File: src/hdl/fbsc_pkg.sv
package fbsc_pkg;

	localparam int ADDR_W = 32;
	localparam int COUNT_OUT_W = 6;

	typedef enum logic [1:0] {
		ST_LOAD,
		ST_COUNT,
		ST_EMIT
	} state_t;

	typedef struct packed {
		logic load;
		logic init_count;
		logic init_emit;
		logic count_step;
		logic emit_step;
		logic finish;
	} cmd_t;

	typedef struct packed {
		logic count_done;
		logic emit_done;
	} sts_t;

endpackage

File: src/hdl/fbsc_ctrl.sv
module fbsc_ctrl (
	input  logic           clk,
	input  logic           arst_n,
	input  logic           in_valid,
	input  logic           last_block,
	output logic           in_ready,
	input  fbsc_pkg::sts_t sts,
	output fbsc_pkg::cmd_t cmd
);

	fbsc_pkg::state_t state_q, state_nxt;

	always_ff @(posedge clk or negedge arst_n) begin
		if (!arst_n) begin
			state_q <= fbsc_pkg::ST_LOAD;
		end else begin
			state_q <= state_nxt;
		end
	end

	always_comb begin
		state_nxt = state_q;
		unique case (state_q)
			fbsc_pkg::ST_LOAD: begin
				if (in_valid && last_block) state_nxt = fbsc_pkg::ST_COUNT;
			end
			fbsc_pkg::ST_COUNT: begin
				if (sts.count_done) state_nxt = fbsc_pkg::ST_EMIT;
			end
			fbsc_pkg::ST_EMIT: begin
				if (sts.emit_done) state_nxt = fbsc_pkg::ST_LOAD;
			end
			default: state_nxt = fbsc_pkg::ST_LOAD;
		endcase
	end

	always_comb begin
		cmd = '0;
		in_ready = 1'b0;
		unique case (state_q)
			fbsc_pkg::ST_LOAD: begin
				in_ready = 1'b1;
				cmd.load = in_valid;
				cmd.init_count = in_valid && last_block;
			end
			fbsc_pkg::ST_COUNT: begin
				cmd.count_step = 1'b1;
				cmd.init_emit = sts.count_done;
			end
			fbsc_pkg::ST_EMIT: begin
				cmd.emit_step = 1'b1;
				cmd.finish = sts.emit_done;
			end
			default: cmd = '0;
		endcase
	end

endmodule

File: config.mk
export PLATFORM = sky130hd
export DESIGN_NAME = fbsc_ctrl
export DESIGN_NICKNAME = d
export VERILOG_FILES = /design/src/hdl/fbsc_pkg.sv /design/src/hdl/fbsc_ctrl.sv
export SDC_FILE = /design/constraint.sdc
export NUM_CORES = 1
export LEC_CHECK = 0
export ABC_CLOCK_PERIOD_IN_PS = 800
export BUFFER_PORTS_ARGS = -buffer_cell sky130_fd_sc_hd__buf_2
export CORE_AREA = 2 2 39 41
export CTS_CLUSTER_SIZE = 8
export DETAILED_ROUTE_END_ITERATION = 8
export DIE_AREA = 0 0 41 43
export MAX_ROUTING_LAYER = met4
export PLACE_DENSITY = 0.33
export SLEW_MARGIN = 20
export SYNTH_ARGS = -nofsm -noshare
export SYNTH_HDL_FRONTEND = slang
export SYNTH_SLANG_ARGS = --single-unit
export TNS_END_PERCENT = 10
File: constraint.sdc
create_clock -name clk -period 0.8 [get_ports clk]
set_input_delay 0.16 -clock clk [delete_from_list [all_inputs] [get_ports clk]]
set_output_delay 0.16 -clock clk [all_outputs]
set_load 0.02 [all_outputs]
# == Word level (Yosys, flattened, before mapping) ==
# Index checks and enable logic that the tools add are counted.
# totals
elab_cells,17
rom_bits,0
inputBits,6
ramBits,0
regBits,2
output_inout_bits,7
n_memories,0
latchBits,0
# op_classes
mul,0
mux,8
eq_ne,5
div,0
magnitude_cmp,0
n_bitwise,0
shifts,0
reduce_logical,3
addsub,0
# ops
operator,count
$mux W2,6
$ne A2 B2 Y1 const B,3
$pmux W2 S3,1
$reduce_and A3 Y1,1
$eq A2 B1 Y1 const B,1
$eq A2 B2 Y1 const B,1
$logic_not A2 Y1,1
$logic_and A1 B1 Y1,1
$mux W1,1

# == Depth between registers and ports, before layout ==
# logic_depth
depth_word,3
depth_mapped,2
depth_no_buf,2

# == Worst setup path after synthesis ==
# No wires, ideal clock.
# synth_path
kind,register to output
start,register state_q[0]
end,output cmd[4] (netlist name)
stages_incl_launch_ff,3
setup_slack_ps,-340
arrival_time_ps,980
path_buffers,0
t_required_ps,640
cell_sequence,dfrtp_1 nor2_2 and3_1
# synth_lines
element,line_no,rtl
"start, declared",fbsc_ctrl.sv:11,"fbsc_pkg::state_t state_q, state_nxt;"
"start signal, assigned",fbsc_ctrl.sv:15,state_q <= fbsc_pkg::ST_LOAD;
"start signal, assigned",fbsc_ctrl.sv:17,state_q <= state_nxt;
"end, declared",fbsc_ctrl.sv:8,output fbsc_pkg::cmd_t cmd

==> results.cfg <==
[run_status]
status = finished with violations
failed_checks = negative setup slack

[detailed_routing]
antenna_left = 0
drt-initial-drc-count = 0
routedWlPerCell_um = 8.022
wl_um = 369
vias_per_cell = 3.435
drt_first_pass_iters = 1
drc = 0
vias = 158

[floorplanning]
io_pins = 13
dieHeight_um = 43
core-area_um2 = 1384
row_count = 14
start_util_pct = 9.855
die_area_um2 = 1763
die_w_um = 41

[clocking]
htree_levels = 1
cts_buffers = 3
postCtsSetupBuffers = 0
cts_num_sinks = 2
clock_path_buffers = 2
clkTransAtPathRegs_ps = 40
clkLatencyLatePin_ps = 230
clockRootBuffer = clkbuf_4
cts_tree = yes

[power]
peakVddDrop_mv = 0.7232
power.internal_uw = 486.5
leakagePower_nw = 0.1611
power.density_nw_per_um2 = 2495
power.switching_uw = 250.2
seq_power_share_pct = 21.1
p_comb_share_pct = 44.9
p_sw_share_pct = 33.97
clockPowerShare_pct = 34.0

[final_layout]
fin_cells = 46
fillers = 150
syn2layout_area_growth_pct = 116.5
regArea_um2 = 51.30
fin_nets = 37
regMostFlops = state_q
final_area_um2 = 295.3
largest_register_ff_count = 2
reg.largest.list = state_q: 2 flops
antennaDiodeCount = 0
utilization_pct = 21.34
layout-drive-gt1-share_pct = 76.67
multi_input_area_um2 = 90.09

[yosys]
synth_simple_gate_area_share_pct = 38.53
synth_mux_area_share_pct = 0
ys_types = 11
netlist.area_leader.share_pct = 36.70
synthesis.nets = 20
synthTopCellsByArea = dfrtp_1 37%, and2_1 9.2%, a32o_2 8.3%
ys_seq_area_share_pct = 36.70
ys_ff_latch = 2
yosysWarnings = 0
avgSynthCellArea_um2 = 9.742
synth_fa_ha_area_share_pct = 0
yosys.area.top_type = dfrtp_1
syn_area_um2 = 136.4
synth_xor_area_share_pct = 0
postSynthCellCount = 14
synth_compound_area_share_pct = 13.76
synth_top_family_by_area = simple AND/OR/NAND/NOR gates

[global_routing]
gr-total-overflow = 0
grt_antenna_before_repair = 0
grt_pass1_vias = 143
grt_usage_pct = 5.864
grt_pass1_wl_um = 579
grt_max_degree = 5

[timing]
fmax_mhz = 804.2
worst_pin_slew_ps = 158.5
slew_viol_final = 0
skew_ps = 8.779
finalCritPeriodShare_pct = 155.4
hold_violations = 0
hold_slack_ps = 208.6
layout_min_cycle_time_ps = 1244
slew_headroom_pct = 89.43
rsz0062_at_grt = yes
setup_violations = 9
setup_ws_ps = -443.5

[placement]
placed_area_um2 = 229.0
dp_cells = 41
port_buffers = 12
dpl_worst_slack_ps = -253.7
gp_congestion = 0.5586

[setup_path]
critical_path_class = reg -> out
required_ps = 640
critPathCaptureType = primary output
critPathArrivalTime_ps = 1080
cp-start-kind = register
worstPathMaxFanout = 4

[min_path]
min_path_type = in -> reg

[run]
cap_violations = 0
==> cell usage after synthesis <==
cell,n
a32o_2,1
buf_4,1
and2_1,2
inv_1,2
and2b_4,1
and3_1,1
and3b_1,1
nor2b_2,1
dfrtp_1,2
nor2_2,1
a21o_1,1
==> worst paths after layout <==
| path | start | end | slack (ps) | cells past startpoint |
|---|---|---|---|---|
| setup reg to reg | state_q[0] | state_q[0] | -160 | 2 |
| max in group asynchronous | arst_n | state_q[0] | 450 | 2 |
| hold / removal | last_block | state_q[0] | 210 | 2 |
| min in group asynchronous | arst_n | state_q[0] | 240 | 2 |
| setup / recovery | state_q[0] | cmd[4] | -440 | 3 |
| hold reg to reg | state_q[0] | state_q[1] | 690 | 2 |
==> worst max-delay path, stage by stage, from the launching register on <==
cell and delay, ps:
dfrtp_2 440, nor2_4 120, and3_4 190, buf_6 110
==> power groups by stage <==
stage	registers (mW)	logic, mW	clock network, mW
5_1_grt	0.159	0.357	0.289
3_3_place_gp	0.156	0.274	0
4_1_cts	0.155	0.337	0.265
3_5_place_dp	0.157	0.281	0
6_report	0.155	0.331	0.250
2_1_floorplan	0.153	0.212	0
==> cell type report <==
type / count / area share [%]
clock buffers: 4 / 8.898
flip-flops and latches: 2 / 17.37
inverters: 2 / 2.542
repair buffers: 13 / 33.90
well taps: 16 / 6.780
multi-input cells: 9 / 30.51
==> layout by cell type, fill, tap and decap left out, drive strengths merged <==
cell,synthesis,layout
and3b,1,1
nor2b,1,1
dlygate4sd3,0,1
a21o,1,1
a32o,1,1
inv,2,2
nor2,1,1
buf,1,12
clkbuf,0,4
dfrtp,2,2
and2b,1,1
and2,2,2
and3,1,1
==> per-stage QoR <==
step                      total power, mW  TNS, ps
after floorplan                    0.3644    -1127
after global placement             0.4300    -1383
after detailed placement           0.4375    -1541
after CTS                          0.7576    -3102
after global routing               0.8051    -3450
final                              0.7367    -2964
==> metal layers <==
metal	up-vias	GRT usage [%]	share of wire, %	wire (µm)
met1	68	6.109	46	170
met4	0	6.000	0	0
met2	13	6.250	39	145
met3	0	4.712	14	53
met5	-	-	0	0
li1	77	-	-	-
==> cell families (layout without fill, tap and decap cells) <==
kind of cell / count (synthesis) / in the layout
AO/OA/AOI/OAI: 2 / 2
buffers and inverters: 3 / 19
flip-flops: 2 / 2
AND/OR/NAND/NOR: 7 / 7
==> what timing repair did <==
item                                    in CTS  in global routing
hold buffers                                 1                  0
resized for setup                           10                  0
endpoints found under the setup margin       9                  9
endpoints found under the hold margin        2                  0
gates cloned                                 0                  0
pin swaps                                    2                  0
Power figures use the tool's default switching activity.
